### src/hw/rtl/srec_pkg.sv
// Shared types, codes and helpers for the S3 record emitter.
// No dependencies.
`default_nettype none

package srec_pkg;

  localparam int unsigned CountW = 8;
  localparam int unsigned AddrW  = 32;

  localparam logic [7:0] CharS      = 8'h53;
  localparam logic [7:0] Char3      = 8'h33;
  localparam logic [7:0] Char7      = 8'h37;
  localparam logic [7:0] CharNl     = 8'h0A;
  localparam logic [7:0] CountBias  = 8'd5;

  typedef enum logic [1:0] {
    OpData    = 2'd0,
    OpSetAddr = 2'd1,
    OpFlush   = 2'd2,
    OpEnd     = 2'd3
  } op_e;

  typedef enum logic [2:0] {
    PhIdle,
    PhHead,
    PhCount,
    PhAddr,
    PhData,
    PhSum,
    PhEol
  } phase_e;

  // one closed request: optional data record, optional end record
  typedef struct packed {
    logic              data_en;
    logic              end_en;
    logic              bank;
    logic [CountW-1:0] count;
    logic [AddrW-1:0]  rec_addr;
    logic [7:0]        sum;
    logic [AddrW-1:0]  start_addr;
  } cmd_t;

  typedef struct packed {
    logic              en;
    logic              bank;
    logic [CountW-1:0] idx;
    logic [7:0]        data;
  } buf_wr_t;

  typedef struct packed {
    logic              bank;
    logic [CountW-1:0] idx;
  } buf_rd_t;

  function automatic logic [7:0] hex_digit(input logic [3:0] v);
    hex_digit = (v < 4'd10) ? (8'h30 + {4'd0, v}) : (8'h37 + {4'd0, v});
  endfunction

  function automatic logic [15:0] hex_pair(input logic [7:0] b);
    hex_pair = {hex_digit(b[7:4]), hex_digit(b[3:0])};
  endfunction

endpackage

`default_nettype wire

### src/hw/rtl/srec_if.sv
// Valid/ready channel interfaces for request input and character-pair output.
// No dependencies.
`default_nettype none

interface srec_in_if;
  logic        valid;
  logic        ready;
  logic [1:0]  opcode;
  logic [7:0]  data_byte;
  logic [31:0] address;

  modport source (output valid, opcode, data_byte, address, input ready);
  modport sink   (input valid, opcode, data_byte, address, output ready);
endinterface

interface srec_out_if;
  logic        valid;
  logic        ready;
  logic [15:0] char_pair;
  logic [1:0]  pair_count;
  logic        last;

  modport source (output valid, char_pair, pair_count, last, input ready);
  modport sink   (input valid, char_pair, pair_count, last, output ready);
endinterface

`default_nettype wire

### src/hw/rtl/srec_fifo.sv
// Short command queue between front and back.
// Depends on srec_pkg.
`default_nettype none

module srec_fifo
  import srec_pkg::*;
#(
  parameter int unsigned DEPTH = 2
) (
  input  wire  clk_i,
  input  wire  rst_ni,
  input  wire  push_i,
  input  cmd_t push_data_i,
  input  wire  pop_i,
  output cmd_t head_o,
  output logic full_o,
  output logic empty_o
);

  localparam int unsigned PtrW = (DEPTH > 1) ? $clog2(DEPTH) : 1;
  localparam int unsigned CntW = $clog2(DEPTH + 1);

  cmd_t            entries_q [DEPTH];
  logic [PtrW-1:0] wr_ptr_q, wr_ptr_d;
  logic [PtrW-1:0] rd_ptr_q, rd_ptr_d;
  logic [CntW-1:0] count_q, count_d;

  assign full_o  = (count_q == CntW'(DEPTH));
  assign empty_o = (count_q == '0);
  assign head_o  = entries_q[rd_ptr_q];

  always_comb begin
    wr_ptr_d = wr_ptr_q;
    rd_ptr_d = rd_ptr_q;
    count_d  = count_q;
    if (push_i) begin
      wr_ptr_d = (wr_ptr_q == PtrW'(DEPTH - 1)) ? '0 : wr_ptr_q + PtrW'(1);
    end
    if (pop_i) begin
      rd_ptr_d = (rd_ptr_q == PtrW'(DEPTH - 1)) ? '0 : rd_ptr_q + PtrW'(1);
    end
    if (push_i && !pop_i) begin
      count_d = count_q + CntW'(1);
    end else if (!push_i && pop_i) begin
      count_d = count_q - CntW'(1);
    end
  end

  always_ff @(posedge clk_i or negedge rst_ni) begin
    if (!rst_ni) begin
      wr_ptr_q <= '0;
      rd_ptr_q <= '0;
      count_q  <= '0;
    end else begin
      wr_ptr_q <= wr_ptr_d;
      rd_ptr_q <= rd_ptr_d;
      count_q  <= count_d;
    end
  end

  always_ff @(posedge clk_i) begin
    if (push_i) begin
      entries_q[wr_ptr_q] <= push_data_i;
    end
  end

endmodule

`default_nettype wire

### src/hw/rtl/srec_buf.sv
// Two-bank record byte buffer: one write port (front), one registered read (back).
// Depends on srec_pkg.
`default_nettype none

module srec_buf
  import srec_pkg::*;
#(
  parameter int unsigned RECORD_BYTES = 20
) (
  input  wire        clk_i,
  input  buf_wr_t    wr_i,
  input  buf_rd_t    rd_i,
  output logic [7:0] rdata_o
);

  localparam int unsigned Depth = 2 * RECORD_BYTES;
  localparam int unsigned AW    = (Depth > 1) ? $clog2(Depth) : 1;

  logic [7:0]    mem [Depth];
  logic [AW-1:0] waddr, raddr;

  assign waddr = wr_i.bank ? AW'(RECORD_BYTES) + AW'(wr_i.idx) : AW'(wr_i.idx);
  assign raddr = rd_i.bank ? AW'(RECORD_BYTES) + AW'(rd_i.idx) : AW'(rd_i.idx);

  always_ff @(posedge clk_i) begin
    if (wr_i.en) begin
      mem[waddr] <= wr_i.data;
    end
    rdata_o <= mem[raddr];
  end

endmodule

`default_nettype wire

### src/hw/rtl/srec_front.sv
// Front end: accepts requests, fills the open record, closes records into commands.
// Depends on srec_pkg and srec_if.
`default_nettype none

module srec_front
  import srec_pkg::*;
#(
  parameter int unsigned RECORD_BYTES = 20
) (
  input  wire         clk_i,
  input  wire         rst_ni,
  srec_in_if.sink     in_i,
  input  wire         fifo_full_i,
  input  wire         data_done_i,
  output logic        push_o,
  output cmd_t        cmd_o,
  output buf_wr_t     wr_o
);

  logic              bank_q, bank_d;
  logic [CountW-1:0] count_q, count_d;
  logic [AddrW-1:0]  addr_q, addr_d;
  logic [7:0]        sum_q, sum_d;
  logic [1:0]        inflight_q, inflight_d;

  logic              accept;
  logic [CountW-1:0] count_inc;
  logic [7:0]        sum_inc;
  logic              held;
  op_e               op;

  assign in_i.ready = !fifo_full_i && (inflight_q != 2'd2);
  assign accept     = in_i.valid && in_i.ready;
  assign op         = op_e'(in_i.opcode);
  assign count_inc  = count_q + CountW'(1);
  assign sum_inc    = sum_q + in_i.data_byte;
  assign held       = (count_q != '0);

  always_comb begin
    bank_d  = bank_q;
    count_d = count_q;
    addr_d  = addr_q;
    sum_d   = sum_q;
    push_o  = 1'b0;
    wr_o    = '{en: 1'b0, bank: bank_q, idx: count_q, data: in_i.data_byte};
    cmd_o   = '{data_en: held, end_en: 1'b0, bank: bank_q, count: count_q,
                rec_addr: addr_q, sum: sum_q, start_addr: in_i.address};
    if (accept) begin
      unique case (op)
        OpData: begin
          wr_o.en = 1'b1;
          if (count_inc == CountW'(RECORD_BYTES)) begin
            push_o        = 1'b1;
            cmd_o.data_en = 1'b1;
            cmd_o.count   = count_inc;
            cmd_o.sum     = sum_inc;
            addr_d        = addr_q + AddrW'(RECORD_BYTES);
            count_d       = '0;
            sum_d         = '0;
            bank_d        = ~bank_q;
          end else begin
            count_d = count_inc;
            sum_d   = sum_inc;
          end
        end
        OpSetAddr: begin
          push_o  = held;
          addr_d  = in_i.address;
          count_d = '0;
          sum_d   = '0;
          bank_d  = held ? ~bank_q : bank_q;
        end
        OpFlush: begin
          push_o  = held;
          addr_d  = addr_q + {{(AddrW-CountW){1'b0}}, count_q};
          count_d = '0;
          sum_d   = '0;
          bank_d  = held ? ~bank_q : bank_q;
        end
        OpEnd: begin
          push_o       = 1'b1;
          cmd_o.end_en = 1'b1;
          addr_d       = in_i.address;
          count_d      = '0;
          sum_d        = '0;
          bank_d       = held ? ~bank_q : bank_q;
        end
        default: ;
      endcase
    end
    inflight_d = inflight_q + {1'b0, push_o && cmd_o.data_en} - {1'b0, data_done_i};
  end

  always_ff @(posedge clk_i or negedge rst_ni) begin
    if (!rst_ni) begin
      bank_q     <= 1'b0;
      count_q    <= '0;
      addr_q     <= '0;
      sum_q      <= '0;
      inflight_q <= '0;
    end else begin
      bank_q     <= bank_d;
      count_q    <= count_d;
      addr_q     <= addr_d;
      sum_q      <= sum_d;
      inflight_q <= inflight_d;
    end
  end

endmodule

`default_nettype wire

### src/hw/rtl/srec_back.sv
// Back end: turns queued commands into S3/S7 text, one character pair per step.
// Depends on srec_pkg and srec_if.
`default_nettype none

module srec_back
  import srec_pkg::*;
(
  input  wire          clk_i,
  input  wire          rst_ni,
  input  cmd_t         head_i,
  input  wire          empty_i,
  output logic         pop_o,
  output buf_rd_t      rd_o,
  input  wire  [7:0]   rdata_i,
  output logic         data_done_o,
  srec_out_if.source   out_o
);

  phase_e            phase_q, phase_d;
  cmd_t              cmd_q, cmd_d;
  logic              is_end_q, is_end_d;
  logic [CountW-1:0] idx_q, idx_d;

  logic              out_valid_q, out_valid_d;
  logic [15:0]       pair_q, pair_d;
  logic [1:0]        pcnt_q, pcnt_d;
  logic              last_q, last_d;

  logic              adv;
  logic [CountW-1:0] cnt;
  logic [AddrW-1:0]  addr;
  logic [7:0]        dsum;
  logic [7:0]        chk;
  logic [7:0]        addr_byte;

  assign cnt  = is_end_q ? '0 : cmd_q.count;
  assign addr = is_end_q ? cmd_q.start_addr : cmd_q.rec_addr;
  assign dsum = is_end_q ? 8'd0 : cmd_q.sum;
  assign chk  = ~(cnt + CountBias + addr[31:24] + addr[23:16] + addr[15:8] + addr[7:0] + dsum);

  always_comb begin
    unique case (idx_q[1:0])
      2'd0:    addr_byte = addr[31:24];
      2'd1:    addr_byte = addr[23:16];
      2'd2:    addr_byte = addr[15:8];
      default: addr_byte = addr[7:0];
    endcase
  end

  assign adv = (phase_q != PhIdle) && (!out_valid_q || out_o.ready);

  always_comb begin
    phase_d     = phase_q;
    cmd_d       = cmd_q;
    is_end_d    = is_end_q;
    idx_d       = idx_q;
    pop_o       = 1'b0;
    data_done_o = 1'b0;
    pair_d      = pair_q;
    pcnt_d      = pcnt_q;
    last_d      = last_q;
    out_valid_d = out_valid_q && !out_o.ready;
    if (phase_q == PhIdle) begin
      if (!empty_i) begin
        pop_o    = 1'b1;
        cmd_d    = head_i;
        is_end_d = !head_i.data_en;
        idx_d    = '0;
        phase_d  = PhHead;
      end
    end else if (adv) begin
      out_valid_d = 1'b1;
      pcnt_d      = 2'd2;
      last_d      = 1'b0;
      unique case (phase_q)
        PhHead: begin
          pair_d  = {CharS, is_end_q ? Char7 : Char3};
          phase_d = PhCount;
        end
        PhCount: begin
          pair_d  = hex_pair(cnt + CountBias);
          idx_d   = '0;
          phase_d = PhAddr;
        end
        PhAddr: begin
          pair_d = hex_pair(addr_byte);
          if (idx_q[1:0] == 2'd3) begin
            idx_d   = '0;
            phase_d = (cnt != '0) ? PhData : PhSum;
          end else begin
            idx_d = idx_q + CountW'(1);
          end
        end
        PhData: begin
          pair_d = hex_pair(rdata_i);
          if (idx_q + CountW'(1) == cnt) begin
            idx_d   = '0;
            phase_d = PhSum;
          end else begin
            idx_d = idx_q + CountW'(1);
          end
        end
        PhSum: begin
          pair_d  = hex_pair(chk);
          phase_d = PhEol;
        end
        PhEol: begin
          pair_d = {CharNl, 8'h00};
          pcnt_d = 2'd1;
          last_d = is_end_q || !cmd_q.end_en;
          if (!is_end_q && cmd_q.end_en) begin
            data_done_o = 1'b1;
            is_end_d    = 1'b1;
            phase_d     = PhHead;
          end else begin
            data_done_o = !is_end_q;
            phase_d     = PhIdle;
          end
        end
        default: phase_d = PhIdle;
      endcase
    end
  end

  // read address follows next-cycle index so data lines up with PhData
  assign rd_o = '{bank: cmd_d.bank, idx: idx_d};

  assign out_o.valid      = out_valid_q;
  assign out_o.char_pair  = pair_q;
  assign out_o.pair_count = pcnt_q;
  assign out_o.last       = last_q;

  always_ff @(posedge clk_i or negedge rst_ni) begin
    if (!rst_ni) begin
      phase_q     <= PhIdle;
      is_end_q    <= 1'b0;
      idx_q       <= '0;
      out_valid_q <= 1'b0;
    end else begin
      phase_q     <= phase_d;
      is_end_q    <= is_end_d;
      idx_q       <= idx_d;
      out_valid_q <= out_valid_d;
    end
  end

  always_ff @(posedge clk_i) begin
    cmd_q  <= cmd_d;
    pair_q <= pair_d;
    pcnt_q <= pcnt_d;
    last_q <= last_d;
  end

endmodule

`default_nettype wire

### src/hw/rtl/srecord_s3_emitter.sv
// Motorola S3 record emitter, top level.
// Depends on srec_pkg, srec_if, srec_front, srec_fifo, srec_buf, srec_back.
//
// in_i carries requests (data byte, set address, flush, end with start
// address); out_o carries the record text as character pairs, first
// character in bits 15..8, with last set on the final pair of a request.
// A full record of RECORD_BYTES bytes yields RECORD_BYTES + 8 pairs; the
// end record yields 8 pairs.
// The front takes one request per cycle and closes records into a
// two-entry command queue; the record bytes sit in a two-bank buffer, so
// the front fills one record while the back prints the other. Input is
// held off while both banks are in use or the queue is full.
// The back prints one pair per cycle while the receiver is ready and loads
// each command from the queue while idle, so sustained throughput is set by
// the output. The first pair of a record that a request closes passes the
// command queue, the back's command register and its output register.
// Reset empties the queue, clears the open record and sets the load
// address to zero. When the receiver stalls, the output pair is held and
// the back and then the front stop in turn.
`default_nettype none

module srecord_s3_emitter
  import srec_pkg::*;
#(
  parameter int unsigned RECORD_BYTES = 20
) (
  input  wire        clk_i,
  input  wire        rst_ni,
  srec_in_if.sink    in_i,
  srec_out_if.source out_o
);

  cmd_t       push_cmd, head;
  logic       push, pop, full, empty, data_done;
  buf_wr_t    wr;
  buf_rd_t    rd;
  logic [7:0] rdata;

  srec_front #(.RECORD_BYTES(RECORD_BYTES)) u_front (
    .clk_i       (clk_i),
    .rst_ni      (rst_ni),
    .in_i        (in_i),
    .fifo_full_i (full),
    .data_done_i (data_done),
    .push_o      (push),
    .cmd_o       (push_cmd),
    .wr_o        (wr)
  );

  srec_fifo #(.DEPTH(2)) u_fifo (
    .clk_i       (clk_i),
    .rst_ni      (rst_ni),
    .push_i      (push),
    .push_data_i (push_cmd),
    .pop_i       (pop),
    .head_o      (head),
    .full_o      (full),
    .empty_o     (empty)
  );

  srec_buf #(.RECORD_BYTES(RECORD_BYTES)) u_buf (
    .clk_i   (clk_i),
    .wr_i    (wr),
    .rd_i    (rd),
    .rdata_o (rdata)
  );

  srec_back u_back (
    .clk_i       (clk_i),
    .rst_ni      (rst_ni),
    .head_i      (head),
    .empty_i     (empty),
    .pop_o       (pop),
    .rd_o        (rd),
    .rdata_i     (rdata),
    .data_done_o (data_done),
    .out_o       (out_o)
  );

endmodule

`default_nettype wire

### src/flat_wrapper.sv
// flat-port wrapper written by rule: the top's interface ports become plain ports
module srecord_s3_emitter_flat import srec_pkg::*;
#(
  parameter int unsigned RECORD_BYTES = 20
)
  (clk_i, rst_ni, in_i_valid, in_i_opcode, in_i_data_byte, in_i_address, in_i_ready, out_o_valid, out_o_char_pair, out_o_pair_count, out_o_last, out_o_ready);
  srec_in_if in_i_i ();
  srec_out_if out_o_i ();
  input  wire clk_i;
  input  wire rst_ni;
  input wire logic [$bits(in_i_i.valid)-1:0] in_i_valid;
  input wire logic [$bits(in_i_i.opcode)-1:0] in_i_opcode;
  input wire logic [$bits(in_i_i.data_byte)-1:0] in_i_data_byte;
  input wire logic [$bits(in_i_i.address)-1:0] in_i_address;
  output wire logic [$bits(in_i_i.ready)-1:0] in_i_ready;
  output wire logic [$bits(out_o_i.valid)-1:0] out_o_valid;
  output wire logic [$bits(out_o_i.char_pair)-1:0] out_o_char_pair;
  output wire logic [$bits(out_o_i.pair_count)-1:0] out_o_pair_count;
  output wire logic [$bits(out_o_i.last)-1:0] out_o_last;
  input wire logic [$bits(out_o_i.ready)-1:0] out_o_ready;
  assign in_i_i.valid = in_i_valid;
  assign in_i_i.opcode = in_i_opcode;
  assign in_i_i.data_byte = in_i_data_byte;
  assign in_i_i.address = in_i_address;
  assign in_i_ready = in_i_i.ready;
  assign out_o_valid = out_o_i.valid;
  assign out_o_char_pair = out_o_i.char_pair;
  assign out_o_pair_count = out_o_i.pair_count;
  assign out_o_last = out_o_i.last;
  assign out_o_i.ready = out_o_ready;
  srecord_s3_emitter #(.RECORD_BYTES(RECORD_BYTES)) u_core (.clk_i(clk_i), .rst_ni(rst_ni), .in_i(in_i_i), .out_o(out_o_i));
endmodule
### config.mk
export PLATFORM = sky130hd
export DESIGN_NAME = srecord_s3_emitter_flat
export DESIGN_NICKNAME = d
export VERILOG_FILES = /design/src/hw/rtl/srec_pkg.sv /design/src/hw/rtl/srec_if.sv /design/src/hw/rtl/srec_fifo.sv /design/src/hw/rtl/srec_buf.sv /design/src/hw/rtl/srec_front.sv /design/src/hw/rtl/srec_back.sv /design/src/hw/rtl/srecord_s3_emitter.sv /design/src/flat_wrapper.sv
export SDC_FILE = /design/constraint.sdc
export NUM_CORES = 1
export LEC_CHECK = 0
export ABC_CLOCK_PERIOD_IN_PS = 6280
export BUFFER_PORTS_ARGS = -buffer_cell sky130_fd_sc_hd__buf_2
export CORE_MARGIN = 2
export CORE_UTILIZATION = 57
export CTS_CLUSTER_SIZE = 20
export DETAILED_ROUTE_END_ITERATION = 6
export GPL_TIMING_DRIVEN = 0
export PLACE_DENSITY = 0.79
export SYNTH_ARGS = -nofsm -noshare
export SYNTH_HDL_FRONTEND = slang
export SYNTH_HIERARCHICAL = 1
export SYNTH_SLANG_ARGS = --single-unit
### constraint.sdc
create_clock -name clk_i -period 6.28 [get_ports clk_i]
set_input_delay 0.628 -clock clk_i [delete_from_list [all_inputs] [get_ports clk_i]]
set_output_delay 0.628 -clock clk_i [all_outputs]
set_load 0.05 [all_outputs]
## Yosys cells after proc, flatten, opt, wreduce, memory -nomap -nowiden

Memory sizes are Yosys's and may differ from the RTL's. A register that Yosys moved wholly into a read port is not among the register bits.
Cells that the tools add are included.

- Reductions and logical operators: 42
- Equality and inequality tests: 21
- Bitwise operators: 4
- $add $sub $neg: 35
- Muxes and demuxes: 78
- Magnitude comparators: 8

Operator list:

| cell | number |
|---|---|
| $mux 81 | 2 |
| $mux 8 | 15 |
| $add 6x4->7 const A | 16 |
| $pmux 16 s6 | 1 |
| $pmux 32 s3 | 1 |
| $mux 32 | 2 |
| $mux 7 | 8 |
| $add 8x8->8 | 6 |
| $pmux 8 s3 | 2 |
| $add 32x5->32 const B | 1 |
| $add 32x8->32 | 1 |
| $lt 4x4->1 const B | 8 |
| $pmux 8 s2 | 2 |
| $mux 1 | 30 |
| $mux 3 | 6 |
| $pmux 3 s6 | 1 |
| $add 8x1->8 const B | 2 |
| $reduce_bool 8->1 | 2 |
| $add 5x6->6 const A | 2 |
| $mux 6 | 2 |
| $eq 2x2->1 const B | 5 |
| $eq 3x3->1 const B | 3 |
| $reduce_and 3->1 | 3 |
| $add 8x3->8 const B | 1 |
| other kinds (31) | 66 |

- Register bits: 169
- Memory bits (writable): 486
- Output and inout port bits: 21
- Memories kept: 2

Memory list:

| name | words | bits a word | read ports | clocked after Yosys merged registers in | write ports | RTL line | RTL |
|---|---|---|---|---|---|---|---|
| u_core.u_buf.mem | 40 | 8 | 1 | 1 | 1 | srec_buf.sv:19 | `logic [7:0] mem [Depth];` |
| u_core.u_fifo.entries_q | 2 | 83 | 1 | 0 | 1 | srec_fifo.sv:23 | `cmd_t entries_q [DEPTH];` |

## Logic depth before layout (Yosys ltp)

Gate-level depths: netlist (run 1).

- Word-level depth: 11
- Depth in mapped cells: 22
- Gate-level depth less buffers: 18

## Cells and area by module

The synthesis (run 1) kept the hierarchy.

Modules (own cells, without submodules):

| module | seq. area each (um2) | instances | cells each | area an instance (um2) |
|---|---|---|---|---|
| srec_buf | 9769.4 | 1 | 601 | 13068.8 |
| srec_back | 3288.2 | 1 | 619 | 6986.7 |
| srec_fifo | 5084.9 | 1 | 274 | 6419.9 |
| srec_front | 1276.2 | 1 | 648 | 5310.1 |

## Least setup slack after synthesis (run 1)

Ideal clock, no wire load.

- Path kind: input to register
- Start point: input port in_i_opcode[0]
- End point: memory u_core/u_fifo/entries_q[0][0] (netlist name), enable pin
- Stages on the path: 8
- Data arrival time: 5.835 ns
- Required time: 5.745 ns
- Setup slack: -0.090 ns
- Cell sequence: clkbuf_1 > inv_1 > ha_1 > clkbuf_1 > clkbuf_1 > a211oi_1 > nor3_1 > nor2b_1

- Word-level cells in the longest chain between the ends: 6
- Elaborated cells on any way between the ends: 9

RTL lines:

| what | RTL line | RTL |
|---|---|---|
| from (decl) | flat_wrapper.sv:12 | `input wire logic [$bits(in_i_i.opcode)-1:0] in_i_opcode;` |
| $eq 2x2->1 or $eq 2x1->1 (tied branches) | srec_front.sv:49 | `unique case (op)` |
| $reduce_or 2->1 (no source line) | -- |  |
| $pmux 1 s3 (*) | srec_front.sv:49 |  |
| $mux 1 (*) | srec_front.sv:48 | `if (accept) begin` |
| named net u_core.push | srecord_s3_emitter.sv:34 | `logic push, pop, full, empty, data_done;` |
| $mux 1 (*) | srec_fifo.sv:62 | `if (push_i) begin` |
| $mux 1 (not written as such) (*) | srec_fifo.sv:63 | `entries_q[wr_ptr_q] <= push_data_i;` |
| to (decl) | srec_fifo.sv:23 |  |

Mark *: on every way through the listed nets, which the timed path passes. The rest lies on a longest branch.

## Worst setup path in the final report (run 1)

- Start point: register u_core.u_back.is_end_q
- End point: register u_core.u_back.pair_q[12] (netlist: u_core/u_back/out_o.char_pair[12]), data pin

- Word-level cells in the longest chain between the ends: 11
- Elaborated cells on any way between the ends: 24

RTL lines:

| what | RTL line | RTL |
|---|---|---|
| from (decl) | srec_back.sv:21 | `logic is_end_q, is_end_d;` |
| from (signal assigned) | srec_back.sv:141 | `is_end_q <= is_end_d;` |
| $mux 8 | srec_back.sv:36 | `assign cnt = is_end_q ? '0 : cmd_q.count;` |
| $add 8x3->8 | srec_back.sv:39, srec_back.sv:81 |  |
| $add 8x8->8 (5 in series) | srec_back.sv:39 | `assign chk = ~(cnt + CountBias + addr[31:24] + addr[23:16] + addr[15:8] + addr[7:0] + dsum);` |
| $not 8->8 | srec_back.sv:39 |  |
| $add 6x4->7 or $lt 4x4->1 (tied branches) | srec_pkg.sv:57 | `hex_digit = (v < 4'd10) ? (8'h30 + {4'd0, v}) : (8'h37 + {4'd0, v});` |
| $mux 7 | srec_pkg.sv:57 |  |
| $pmux 16 s6 (*) | srec_back.sv:75 | `unique case (phase_q)` |
| to (signal assigned) | srec_back.sv:149 | `pair_q <= pair_d;` |
| to (decl) | srec_back.sv:25 | `logic [15:0] pair_q, pair_d;` |

Every way passes the cells marked *; elsewhere a longest branch is shown, timed or not. The select of a mux whose other input is x is not followed.
A chain may end at the register's enable or synchronous reset.

==> flow_summary.json, run 1 <==
{
  "timing_hold_violations_final": 0,
  "relSlewSlack": 0.213,
  "grt_overflow": 0,
  "drcViolationCount": 0,
  "grt_pass1_vias": 19800,
  "nets": 2409,
  "tightest_slew_ps": 1180,
  "seq_area_frac_synth": 0.611,
  "layout_commonest_cell": "edfxtp_1",
  "vias": 20000,
  "async_flop_share": 0.103,
  "cts.clk_slew.worst_paths_ps": 70,
  "cp.required_ps": 6620,
  "worstSetupEndpointType": "flop",
  "core_region_area_sq_mm": 0.0551,
  "routedWlPerCell_um": 26.9,
  "met1_usage": 0.412,
  "critPathBufInv": 5,
  "skew_ps": 30.5,
  "groute.usage.overall": 0.292,
  "finalCriticalPeriod_ps": 5930,
  "place.gp.congestion": 0.933,
  "die_w_um": 240,
  "cp_slowest_stage_delay_ps": 520,
  "drt_wl_total_um": 82800,
  "hold_depth": 3,
  "use_met3": 0.0621,
  "critPathLaunchType": "flop",
  "grt_max_degree": 77,
  "area_growth_pct": 11.2,
  "synth_top_flop_cell": "edfxtp_1",
  "synth_edf_count": 584,
  "synth_cells": 2142,
  "status": "completed",
  "drv_cap": 0,
  "fmax_mhz": 169,
  "postSynthAreaPerCell_sq_um": 14.8,
  "cp.arrival_ps": 6270,
  "cts_tree": "built",
  "hpwl_um": 55600,
  "drive_gt1_frac": 0.211,
  "via_per_inst": 6.51,
  "drtAntennaViolNets": 0,
  "yosysWarnings": 6,
  "cts_setup_buffers": 0,
  "yosysUniqueCellTypes": 110,
  "peakVddDrop_uv": 1090,
  "timing.final.crit_share": 0.944,
  "clockBufferDepth": 3,
  "reg2reg_slack_ps": 350,
  "die_height_um": 240,
  "first_pass_iters": 7,
  "tns_ps": 0,
  "cts_buffers": 67,
  "syn_area_sq_mm": 0.0318,
  "path_max_fanout": 19,
  "dpl_worst_slack_ps": -306,
  "antenna_found_initial": 2,
  "root_buffer": "clkbuf_16",
  "p_total_w": 0.0209,
  "io_pins": 67,
  "critPathSlowestCell": "fa_1",
  "path_depth": 21,
  "grt_first_pass_wirelength_um": 124000,
  "path_class": "flop to flop",
  "h-tree-depth": 3,
  "start_util": 0.577,
  "final_cell_mix": "edfxtp_1 (584), nor2_1 (114), nand2_1 (100)",
  "clk_latency_ps": 630,
  "report.final.slew_viol_count": 0,
  "grt-busiest-layer": "met2",
  "rsz0062_at_grt": "false",
  "rows": 86,
  "hp-class": "primary input to flop",
  "power_density_mw_per_mm2": 590,
  "io_buffers": 64,
  "critPathMostFrequentCell": "fa_1",
  "use_met2": 0.450,
  "setup_slack_ps": 354,
  "rr_worst_depth": 21,
  "p_leak_nw": 12.5,
  "finalSetupViolations": 0,
  "path_cells": "buf_4 -> buf_6 -> clkbuf_2 -> nor2b_1 -> ha_1 -> nand2b_1 -> mux2_2 -> o21ai_1 -> fa_1 -> fa_1 -> inv_1 -> fa_1 -> inv_1 -> ha_1 -> o21ai_0 -> o21bai_1 -> a21oi_1 -> xnor2_1 -> xnor3_2 -> a31oi_1 -> or4_1",
  "dieArea_sq_mm": 0.0577,
  "critPathTopFamily": "adder cells",
  "cts_sinks": 661,
  "drtIter0Drc": 2652,
  "ys_ff_latch": 661
}
-- layer usage --
| metal | share of wire | routed length [um] |
|---|---|---|
| met3 | 0.10 | 8480 |
| met2 | 0.46 | 38500 |
| met4 | 0.035 | 2880 |
| met5 | 0.00037 | 31 |
| met1 | 0.40 | 33000 |
-- power breakdown --
group	switching [W]	leakage (nW)	internal [W]
registers	0.000491	6.24	0.00569
logic	0.00646	5.23	0.00426
clock network	0.00170	1.03	0.00225
-- worst min-delay path, delay by kind of cell --
kind	cells	cell delay, ps
simple gates	1	60
buf+inv	1	120
compound gates	1	70
-- logic make-up (layout without fill, tap and decap cells) --
family          Yosys count  in the layout  share of synthesized area
compound gates          394            394                     0.0909
buf+inv                 248            432                     0.0438
simple gates            447            447                     0.0711
fa+ha+maj                83             83                     0.0393
xor+xnor                 76             76                     0.0225
flops                   661            661                      0.611
mux                     232            232                      0.121
other cells               1              5                   0.000118
-- metrics by stage --
step           area [sq um]  hold slack, ps  std cells   util
6_report              35300             319       3078  0.642
5_1_grt               35300             322       3075  0.641
4_1_cts               35300             292       3077  0.642
3_5_place_dp          33200             435       2960  0.602
3_3_place_gp          33000             434       2955  0.600
2_1_floorplan         31800             332       2143      -
-- layout make-up --
type	count	area [sq um]
sequential	661	19400
antenna	3	7.51
clock buffer	79	1770
tap	748	936
timing repair buffer	70	455
buffer	155	1040
multi-input combinational	1234	11000
clock inverter	37	378
inverter	91	347
fill	3821	19700
-- timing repair --
item,4_1_cts,5_1_grt
pin swaps,0,0
setup endpoints to repair,7,4
hold buffers,1,0
hold endpoints to repair,10,0
gates cloned,0,0
gates resized for setup,4,0
-- synth_stat cells, drive strengths merged (6+ instances only) --
master,number,area [sq um]
edfxtp,584,17500
nor2,114,428
buf,111,870
mux2,109,1450
nand2,100,375
inv,91,344
mux4,88,2060
a21oi,78,409
o21ai,71,378
dfrtp,68,1700
ha,55,688
clkbuf,46,178
nand3,46,230
xnor2,46,403
nor2b,42,263
a221oi,36,334
mux2i,35,350
fa,28,561
xor2,28,264
nor3,26,135
nand2b,21,131
a2111oi,18,174
a211oi,17,128
nand4,17,106
nor4,17,113
o31ai,17,138
o21a,16,120
a31oi,14,87.6
and2,14,87.6
a21o,13,97.6
a22o,11,96.3
o211ai,11,82.6
and3,9,66.3
dfxtp,9,180
or2,7,46.3
or3,7,43.8
a21boi,6,48.8
-- registers in the layout (all words and copies together), names as in the netlist, 2 cells and up --
signal                          cells
u_core/u_fifo/entries_q           166
u_core/u_back/out_o.pair_count      2
u_core/u_front/inflight_q           2
u_core/u_back/out_o.char_pair      14
u_core/u_fifo/count_q               2
u_core/u_front/addr_q              32
u_core/u_back/phase_q               3
u_core/u_front/count_q              8
u_core/u_buf/mem                  320
u_core/u_back/cmd_q                82
u_core/u_back/idx_q                 8
u_core/u_front/sum_q                8
u_core/u_buf/rdata_o                8
-- final timing paths --
kind	from	endpoint
max in group asynchronous	rst_ni	u_core/u_back/is_end_q
setup / recovery	u_core/u_back/is_end_q	u_core/u_back/out_o.char_pair[12]
hold / removal	in_i_address[15]	u_core/u_front/addr_q[15]
hold reg to reg	u_core/u_back/cmd_q[80]	u_core/u_back/cmd_q[80]
setup reg to reg	u_core/u_back/is_end_q	u_core/u_back/out_o.char_pair[12]
min in group asynchronous	rst_ni	u_core/u_front/addr_q[21]
Power figures use the tool's default switching activity.
==> inputs of run 2 (changes only) <==
==> constraint.sdc (replaced) <==
create_clock -name clk_i -period 6.28 [get_ports clk_i]
set_input_delay 0.314 -clock clk_i [delete_from_list [all_inputs] [get_ports clk_i]]
set_output_delay 0.314 -clock clk_i [all_outputs]
set_load 0.05 [all_outputs]
==> flow_summary.json, run 2 (synthesis results as in run 1) <==
{
  "status": "complete, but fails checks",
  "failed_checks": "DRC",
  "report.final.slew_viol_count": 0,
  "hp-class": "primary input to flop",
  "clockBufferDepth": 3,
  "cts_buffers": 67,
  "critPathLaunchType": "flop",
  "clk_latency_ps": 620,
  "place.gp.congestion": 1.02,
  "cp.arrival_ps": 6340,
  "peakVddDrop_uv": 1130,
  "pwr-share-clk": 0.189,
  "vias": 20100,
  "first_pass_iters": 7,
  "timing_hold_violations_final": 0,
  "fmax_mhz": 166,
  "drv_cap": 0,
  "final_cell_mix": "edfxtp_1 (584), nor2_1 (114), nand2_1 (100)",
  "relSlewSlack": 0.227,
  "path_depth": 21,
  "power_density_mw_per_mm2": 591,
  "p_sw_w": 0.00873,
  "grt_pass1_vias": 19800,
  "timing.final.crit_share": 0.957,
  "root_buffer": "clkbuf_16",
  "top_regs": "u_core/u_buf/mem x320, u_core/u_fifo/entries_q x166, u_core/u_back/cmd_q x82",
  "drt_wl_total_um": 82900,
  "critPathTopFamily": "adder cells",
  "io_buffers": 64,
  "critPathBufInv": 5,
  "rr_worst_depth": 21,
  "final-instance-count-excl-fill": 3088,
  "rsz0062_at_grt": "false",
  "path_cells": "buf_4 -> buf_6 -> clkbuf_2 -> nor2b_1 -> ha_1 -> nand2b_1 -> mux2_2 -> o21ai_2 -> fa_1 -> fa_1 -> inv_1 -> fa_1 -> inv_1 -> ha_1 -> o21ai_0 -> o21bai_1 -> a21oi_1 -> xnor2_1 -> xnor3_2 -> a31oi_1 -> or4_1",
  "cp.required_ps": 6610,
  "io_pins": 67,
  "finalCriticalPeriod_ps": 6010,
  "groute.usage.overall": 0.292,
  "drtAntennaViolNets": 0,
  "drcViolationCount": 5,
  "seq_power_share": 0.296,
  "finalSetupViolations": 0,
  "p_total_w": 0.0209,
  "cts_sinks": 661,
  "drtIter0Drc": 2979,
  "hold_slack_ps": 28.1,
  "layout_commonest_cell": "edfxtp_1",
  "p_leak_nw": 12.6,
  "path_class": "flop to flop",
  "nets": 2414,
  "largest_register": "u_core/u_buf/mem",
  "rows": 86,
  "largest_register_ffs": 320,
  "core_region_area_sq_mm": 0.0551,
  "pwr-share-comb": 0.516,
  "die_height_um": 240,
  "dieArea_sq_mm": 0.0577,
  "r2r-start": "u_core/u_back/is_end_q",
  "timing.rr.end": "u_core/u_back/out_o.char_pair[12]",
  "skew_ps": 25.6,
  "drive_gt1_frac": 0.213,
  "h-tree-depth": 3,
  "die_w_um": 240,
  "hpwl_um": 55600,
  "cp-startpoint": "u_core/u_back/is_end_q",
  "cts_tree": "built",
  "critPathMostFrequentCell": "fa_1",
  "via_per_inst": 6.52,
  "start_util": 0.577,
  "worstSetupEndpointType": "flop",
  "antenna_found_initial": 2,
  "grt_max_degree": 77,
  "p_int_w": 0.0122,
  "critPathSlowestCell": "fa_1",
  "path_max_fanout": 19,
  "dpl_worst_slack_ps": -489,
  "dp_cells": 2960,
  "area_growth_pct": 11.5,
  "swShare": 0.417,
  "setup_slack_ps": 268,
  "grt_first_pass_wirelength_um": 124000,
  "grt_overflow": 0,
  "cp_slowest_stage_delay_ps": 530,
  "routedWlPerCell_um": 26.8,
  "crit_path_end": "u_core/u_back/out_o.char_pair[12]",
  "tightest_slew_ps": 1150,
  "reg2reg_slack_ps": 270,
  "cts.clk_slew.worst_paths_ps": 70
}
[run 2: worst min-delay path by stage]
stage	from	endpoint	slack (ps)	cells past startpoint
floorplan	rst_ni	u_core/u_back/idx_q[0]	20	0
global placement	u_core/u_back/cmd_q[80]	u_core/u_back/cmd_q[80]	430	2
detailed placement	rst_ni	u_core/u_front/addr_q[22]	230	1
CTS	in_i_address[24]	u_core/u_fifo/entries_q[0][24]	3	2
global route	in_i_address[24]	u_core/u_fifo/entries_q[0][24]	20	2
finish	in_i_address[24]	u_core/u_fifo/entries_q[0][24]	30	2
[run 2: through the flow]
step | util | TNS, ps | area [sq um]
2_1_floorplan | - | 0 | 31800
3_3_place_gp | 0.600 | -245960 | 33000
3_5_place_dp | 0.602 | -1800 | 33200
4_1_cts | 0.643 | 0 | 35400
5_1_grt | 0.643 | 0 | 35400
6_report | 0.643 | 0 | 35400
[run 2: layer usage]
layer	wire, um	vias to the layer above	share of wire	track usage
met2	38600	1392	0.47	0.454
met4	2590	2	0.031	0.101
li1	-	8567	-	-
met1	32900	9978	0.40	0.416
met5	13	-	0.00016	0
met3	8740	199	0.11	0.0557
[run 2: worst register-to-register path, stage by stage, from the launching register on]
cell	delay [ps]
dfrtp_2	500
buf_4	250
buf_6	280
clkbuf_2	320
nor2b_1	100
ha_1	230
nand2b_1	150
mux2_2	270
o21ai_2	220
fa_1	480
fa_1	490
inv_1	50
fa_1	530
inv_1	40
ha_1	340
o21ai_0	160
o21bai_1	80
a21oi_1	190
xnor2_1	90
xnor3_2	330
a31oi_1	110
or4_1	520
[run 2: timing repair]
item / in CTS / in global routing
resized for setup: 3 / 2
endpoints found under the hold margin: 75 / 0
hold buffers: 5 / 0
endpoints found under the setup margin: 7 / 7
buffers inserted: 0 / 0
[run 2: cell type report]
type / instances / area (sq um)
Fill cell: 3806 / 19700
Tap cell: 748 / 936
Buffer: 156 / 1040
Antenna cell: 1 / 2.50
Clock inverter: 41 / 388
Multi-Input combinational cell: 1234 / 11000
Timing Repair Buffer: 74 / 495
Sequential cell: 661 / 19400
Clock buffer: 82 / 1810
Inverter: 91 / 347
[run 2: power by group through the flow]
stage                     sequential, W  clock (W)  combinational, W
after floorplan                 0.00625          0           0.00817
after global placement          0.00626          0            0.0102
after detailed placement        0.00625          0            0.0106
after CTS                       0.00618    0.00400            0.0107
after global routing            0.00625    0.00415            0.0116
final                           0.00619    0.00396            0.0108
